$ cat src/design/sfpf_pkg.sv
package sfpf_pkg;

    localparam int DEPTH  = 2048;
    localparam int PTR_W  = $clog2(DEPTH);
    localparam int SMP_W  = 8;
    localparam int DUTY_W = 12;
    localparam int FUNC_W = 2;

    typedef enum logic [FUNC_W-1:0] {
        FN_PUSH    = 2'd0,
        FN_TICK    = 2'd1,
        FN_SILENCE = 2'd2
    } func_t;

    // what the ring stage hands to the duty stage
    typedef struct packed {
        logic  valid;
        func_t func;
        logic  push_ok;
        logic  pop;
        logic  en;
    } stage_t;

endpackage

$ cat src/design/sfpf_duty.sv
module sfpf_duty
    import sfpf_pkg::*;
(
    input  logic              clk,
    input  logic              rst_n,
    input  logic              cfg_we,
    input  logic              step,
    input  stage_t            stage,
    input  logic [SMP_W-1:0]  rd_left,
    input  logic [SMP_W-1:0]  rd_right,
    output logic              valid,
    output logic              accepted,
    output logic              duty_valid,
    output logic [DUTY_W-1:0] left_duty,
    output logic [DUTY_W-1:0] right_duty
);

    logic [SMP_W-1:0]  held_l_reg, held_l_next;
    logic [SMP_W-1:0]  held_r_reg, held_r_next;
    logic              valid_reg;
    logic              acc_reg, acc_next;
    logic              dv_reg, dv_next;
    logic [DUTY_W-1:0] ld_reg, ld_next;
    logic [DUTY_W-1:0] rd_reg, rd_next;

    always_comb
    begin
        held_l_next = held_l_reg;
        held_r_next = held_r_reg;
        acc_next    = 1'b0;
        dv_next     = 1'b0;
        ld_next     = '0;
        rd_next     = '0;
        case (stage.func)
            FN_PUSH:
            begin
                acc_next = stage.push_ok;
            end
            FN_TICK:
            begin
                if (stage.pop)
                begin
                    held_l_next = rd_left;
                    held_r_next = rd_right;
                end
                if (stage.en)
                begin
                    dv_next = 1'b1;
                    ld_next = {held_l_next, 4'b0000};
                    rd_next = {held_r_next, 4'b0000};
                end
            end
            FN_SILENCE:
            begin
                held_l_next = '0;
                held_r_next = '0;
                dv_next     = stage.en;
            end
            default:
            begin
                acc_next = 1'b0;
            end
        endcase
    end

    always_ff @(posedge clk or negedge rst_n)
    begin
        if (!rst_n)
        begin
            held_l_reg <= '0;
            held_r_reg <= '0;
            valid_reg  <= 1'b0;
        end
        else if (cfg_we)
        begin
            held_l_reg <= '0;
            held_r_reg <= '0;
        end
        else if (step)
        begin
            valid_reg <= stage.valid;
            if (stage.valid)
            begin
                held_l_reg <= held_l_next;
                held_r_reg <= held_r_next;
            end
        end
    end

    always_ff @(posedge clk)
    begin
        if (step && stage.valid)
        begin
            acc_reg <= acc_next;
            dv_reg  <= dv_next;
            ld_reg  <= ld_next;
            rd_reg  <= rd_next;
        end
    end

    assign valid      = valid_reg;
    assign accepted   = acc_reg;
    assign duty_valid = dv_reg;
    assign left_duty  = ld_reg;
    assign right_duty = rd_reg;

endmodule

$ cat config.mk
export PLATFORM = sky130hd
export DESIGN_NAME = sfpf_duty
export DESIGN_NICKNAME = d
export VERILOG_FILES = /design/src/design/sfpf_pkg.sv /design/src/design/sfpf_duty.sv
export SDC_FILE = /design/constraint.sdc
export NUM_CORES = 1
export LEC_CHECK = 0
export BUFFER_PORTS_ARGS = -buffer_cell sky130_fd_sc_hd__buf_4
export CAP_MARGIN = 15
export CORE_ASPECT_RATIO = 0.75
export CORE_MARGIN = 2
export CORE_UTILIZATION = 53
export CTS_CLUSTER_DIAMETER = 200
export CTS_CLUSTER_SIZE = 24
export DETAILED_ROUTE_END_ITERATION = 8
export GPL_ROUTABILITY_DRIVEN = 0
export PLACE_DENSITY = 0.84
export SYNTH_ARGS = -nofsm -noshare
export SYNTH_HDL_FRONTEND = slang
export SYNTH_SLANG_ARGS = --single-unit
$ cat constraint.sdc
create_clock -name clk -period 1.1 [get_ports clk]
set_input_delay 0.11 -clock clk [delete_from_list [all_inputs] [get_ports clk]]
set_output_delay 0.11 -clock clk [all_outputs]
set_load 0.02 [all_outputs]
==> results.cfg, run 1 <==
[worst_setup_path]
start_kind = input port
critPathKind = input port to register
worstPathMaxFanout = 16
crit_path_end_kind = register
cp_slowest_stage_delay_ns = 0.40
cp.arrival_ns = 1.24
crit_required_ns = 1.32
worst-path-buf-inv = 2
cp_top_family = compound AO/OA/AOI/OAI gates
worst_path_max_delay_cell = a21oi_4
cp_cell_sequence = buf_4 -> inv_1 -> ha_2 -> a21o_1 -> a21oi_4 -> a32o_2

[layout]
fillCellCount = 211
mostFrequentLayoutCells = buf_4, edfxtp_1, nor2_1, dfrtp_1
area_growth_pct = 27.5
layout_commonest_cell = buf_4
seq_area_um2 = 966
multi_input_area_um2 = 566
drive_gt1_share_pct = 47.6
final_nets = 192
antenna_cells = 0

[power]
power_density_nw_per_um2 = 1300
peakVddDrop_mv = 0.734
p_leak_nw = 1.02

[sta]
min_period_ns = 1.02
fin_tns_setup_ns = 0
holdWs_ns = 0.0803
fmax_mhz = 979
setup_viol = 0
fin_ws_ns = 0.0786
fin_crit_sh_pct = 92.9
rsz0062_at_grt = false
finalMaxSlewViolations = 0
hold_viol_final = 0
clock_skew_ns = 0.00474

[die]
die_x_um = 67.9
die_h_um = 51.9
die_area_um2 = 3530
io_pins = 53
start_util_pct = 55.3
core-area_um2 = 2940
rows = 17

[drt]
drtPass1Iterations = 4
routed-via-count = 1050
vias_per_cell = 5.20
drt-total-wl_mm = 3.02
remaining_drc_errors = 0
wire_per_inst_um = 15.0
ant_nets = 0
drtIter0Drc = 55

[global_routing]
antenna_found_initial = 0
grtUsageTotal_pct = 19.9
grt_pass1_vias = 1014
globalRouteOverflowTotal = 0
grt_max_degree = 33
grt_pass1_wl_mm = 4.87

[flow_run]
maxCapViolCount = 0

[cts]
cts-htree-levels = 2
cts_tree = built
clockRootBuffer = clkbuf_8
clock_path_buffers = 2
post_cts_resized = 0
clk_latency_ns = 0.29
cts_sinks = 35
path_clk_slew_ns = 0.06
numCtsBuffers = 5

[logic_synthesis]
synth_seq_cells = 35
synth_area_um2 = 1620
syn_area_per_cell_um2 = 14.1
synth_cell_type_count = 21
ys.warnings.count = 0
netlist_instances = 115
seq_area_frac_synth_pct = 59.5

[status]
status = complete, no violations

[place]
io_buffers = 44
dp_hpwl_mm = 2.25
pre_cts_ws_ns = -0.192

[worst_hold_path]
hold_class = input port to register
[stage by stage]
| stage | utilization (%) | instance area [um^2] | total power, mW | cells |
|---|---|---|---|---|
| floorplan | - | 1670 | 1.69 | 122 |
| global placement | 67.4 | 1980 | 1.84 | 193 |
| detailed placement | 67.4 | 1980 | 1.85 | 193 |
| CTS | 70.5 | 2070 | 2.71 | 202 |
| global route | 70.5 | 2070 | 2.80 | 202 |
| finish | 70.5 | 2070 | 2.69 | 202 |
[power breakdown]
part	internal, mW	switching, mW
Clock	0.434	0.425
Combinational	0.177	0.214
Sequential	1.42	0.0154
Total	2.03	0.654
[what timing repair did]
| item | in CTS | in global routing |
|---|---|---|
| hold buffers | 1 | 0 |
| setup buffers | 0 | 0 |
| hold endpoints to repair | 17 | 0 |
[logic make-up after synthesis]
group	after synthesis	share of synthesized area, %
other cells	1	0.231
fa+ha+maj	3	2.31
simple gates	23	6.63
compound gates	18	12.6
mux	17	10.6
buf+inv	18	8.24
flops	35	59.5
[final cells by class]
cell class                      count  share of cell area [%]
Inverter                            2                   0.363
Clock inverter                      2                   0.423
Multi-Input combinational cell     69                    27.3
Tap cell                           38                    2.30
Sequential cell                    35                    46.6
Clock buffer                        6                    3.50
Timing Repair Buffer               50                    19.5
[per-layer routing]
layer | wire length (um) | share of wire (%) | global-route usage [%]
met5 | 0 | 0 | 0
met4 | 77 | 2.5 | 12.0
met3 | 168 | 5.6 | 4.11
met2 | 1450 | 48 | 31.4
met1 | 1330 | 44 | 25.1
[synth_stat cells]
cell type	number	area share, %
mux2i_1	16	9.9
clkbuf_1	2	0.46
nor2_1	17	3.9
ha_1	3	2.3
nand2_1	1	0.23
a32o_2	16	11
dfrtp_1	17	26
buf_2	2	0.62
buf_8	1	0.92
or2b_1	1	0.46
edfxtp_1	18	33
and2_4	1	0.54
conb_1	1	0.23
buf_6	3	2.1
mux2_2	1	0.69
a21oi_4	1	1.0
inv_1	2	0.46
a21o_1	1	0.46
and3_4	1	0.69
buf_4	8	3.7
and2_1	2	0.77
[worst paths after layout]
kind,slack [ns],cells after the start,end,from
hold / removal,0.08,2,valid$_DFFE_PN0P_,stage[5]
hold reg to reg,0.50,1,held_r_reg[0]$_DFFE_PN0P_,held_r_reg[0]$_DFFE_PN0P_
min in group asynchronous,0.24,2,held_l_reg[6]$_DFFE_PN0P_,rst_n
setup reg to reg,0.20,2,right_duty[11]$_SDFFCE_PN0P_,held_r_reg[7]$_DFFE_PN0P_
setup / recovery,0.08,6,held_r_reg[6]$_DFFE_PN0P_,stage[4]
max in group asynchronous,0.67,2,held_r_reg[5]$_DFFE_PN0P_,rst_n
Note: power is estimated with default switching activity, not from simulation.
==> run 2: changes to the inputs <==
Settings changed: CORE_UTILIZATION 53 to 50, PLACE_DENSITY 0.84 to 0.8.
Clock period 1.1 ns to 1.06 ns, I/O delays scaled along.
==> run 2 against run 1 <==
Worst setup slack worse by 0.019 ns. Register-to-register slack worse by 0.02 ns. Hold slack got worse by 0.011 ns. Clock-buffer cell count fell by 1. Largest power group unchanged. Design area grew 1.3%. Highest routed layer unchanged.
==> results.cfg, run 2 (synthesized netlist as in run 1, its figures left out) <==
[sta]
hold_viol_final = 0
min_period_ns = 1.00
setup_viol = 0
clock_skew_ns = 0.00151
fmax_mhz = 1000
finalMaxSlewViolations = 0
holdWs_ns = 0.0690
rsz0062_at_grt = false
fin_crit_sh_pct = 94.4

[cts]
cts-htree-levels = 2
path_clk_slew_ns = 0.07
clock_path_buffers = 2
numCtsBuffers = 5
cts_tree = built
cts_sinks = 35
post_cts_buffers = 0
post_cts_resized = 0
clk_latency_ns = 0.28
clockRootBuffer = clkbuf_8

[drt]
drtIter0Drc = 56
ant_nets = 0
vias_per_cell = 5.13
wire_per_inst_um = 14.9
remaining_drc_errors = 0
drtPass1Iterations = 4
routed-via-count = 1036
drt-total-wl_mm = 3.02

[layout]
design_area_um2 = 2100
area_growth_pct = 29.1
finalNonFillerCells = 202
mostFrequentLayoutCells = buf_4, edfxtp_1, nor2_1, dfrtp_1
antenna_cells = 0
final_nets = 192
drive_gt1_share_pct = 48.2
layout_commonest_cell = buf_4

[die]
rows = 17
core-area_um2 = 3020
die_x_um = 69.8
io_pins = 53
start_util_pct = 53.8
die_h_um = 53.4
die_area_um2 = 3720

[global_routing]
antenna_found_initial = 0
grt_max_degree = 33
grt_pass1_wl_mm = 4.81
globalRouteOverflowTotal = 0
grt_pass1_vias = 1014
grtUsageTotal_pct = 17.6

[worst_setup_path]
start_kind = input port
cp.arrival_ns = 1.22
crit_required_ns = 1.28
crit_path_end_kind = register
rrSetupSlack_ns = 0.18
critPathKind = input port to register
worstPathMaxFanout = 16

[power]
power_density_nw_per_um2 = 1450
p_leak_nw = 1.03
totalPowerFinal_mw = 3.04
peakVddDrop_mv = 0.938

[place]
dp_cells = 193
postPlaceCellArea_um2 = 1980
io_buffers = 44
dp_hpwl_mm = 2.17

[flow_run]
maxCapViolCount = 0

[status]
status = complete, no violations

[worst_hold_path]
hold_class = input port to register
run 2: report_power, final:
group / leakage, nW / switching [mW] / internal, mW
logic: 0.582 / 0.221 / 0.183
registers: 0.395 / 0.0144 / 1.48
clock network: 0.0556 / 0.455 / 0.688
total: 1.03 / 0.690 / 2.35
run 2: per-layer routing:
layer / track usage, % / vias to the layer above / share of wire [%]
met5: 0 / - / 0
met4: 9.62 / 0 / 1.7
met3: 4.57 / 5 / 5.5
met2: 27.5 / 34 / 48
met1: 22.9 / 491 / 44
li1: - / 506 / -
run 2: path summary, 6_finish.rpt:
path / to / cells past startpoint / from
worst max-delay path: held_l_reg[0]$_DFFE_PN0P_ / 6 / stage[4]
worst min register to register: held_l_reg[7]$_DFFE_PN0P_ / 1 / held_l_reg[7]$_DFFE_PN0P_
worst min-delay path: valid$_DFFE_PN0P_ / 2 / stage[5]
max in group asynchronous: held_r_reg[3]$_DFFE_PN0P_ / 2 / rst_n
worst max register to register: left_duty[4]$_SDFFCE_PN0P_ / 2 / held_l_reg[0]$_DFFE_PN0P_
min in group asynchronous: valid$_DFFE_PN0P_ / 2 / rst_n
run 2: cell type report:
class,instances,area (um^2)
Multi-Input combinational cell,69,566
Timing Repair Buffer,50,403
Clock buffer,5,68.8
Tap cell,38,47.5
Clock inverter,3,38.8
Fill cell,213,923
Sequential cell,35,966
Inverter,2,7.51
run 2: what timing repair did:
action	4_1_cts	5_1_grt
setup endpoints to repair	0	3
hold buffers	1	0
endpoints found under the hold margin	17	0
run 2: critical path: stages:
cell,delay (ns)
buf_4,0.10
inv_1,0.06
ha_2,0.18
a21o_1,0.18
a21oi_4,0.39
a32o_2,0.20
run 2: stage by stage:
stage | setup WS [ns] | setup TNS, ns | utilization [%]
6_report | 0.0595 | 0 | 69.4
5_1_grt | 0.00867 | 0 | 69.4
4_1_cts | 0.0603 | 0 | 69.4
3_5_place_dp | -0.237 | -3.65 | 65.5
3_3_place_gp | -0.165 | -2.61 | 65.5
2_1_floorplan | -0.0311 | -0.311 | -
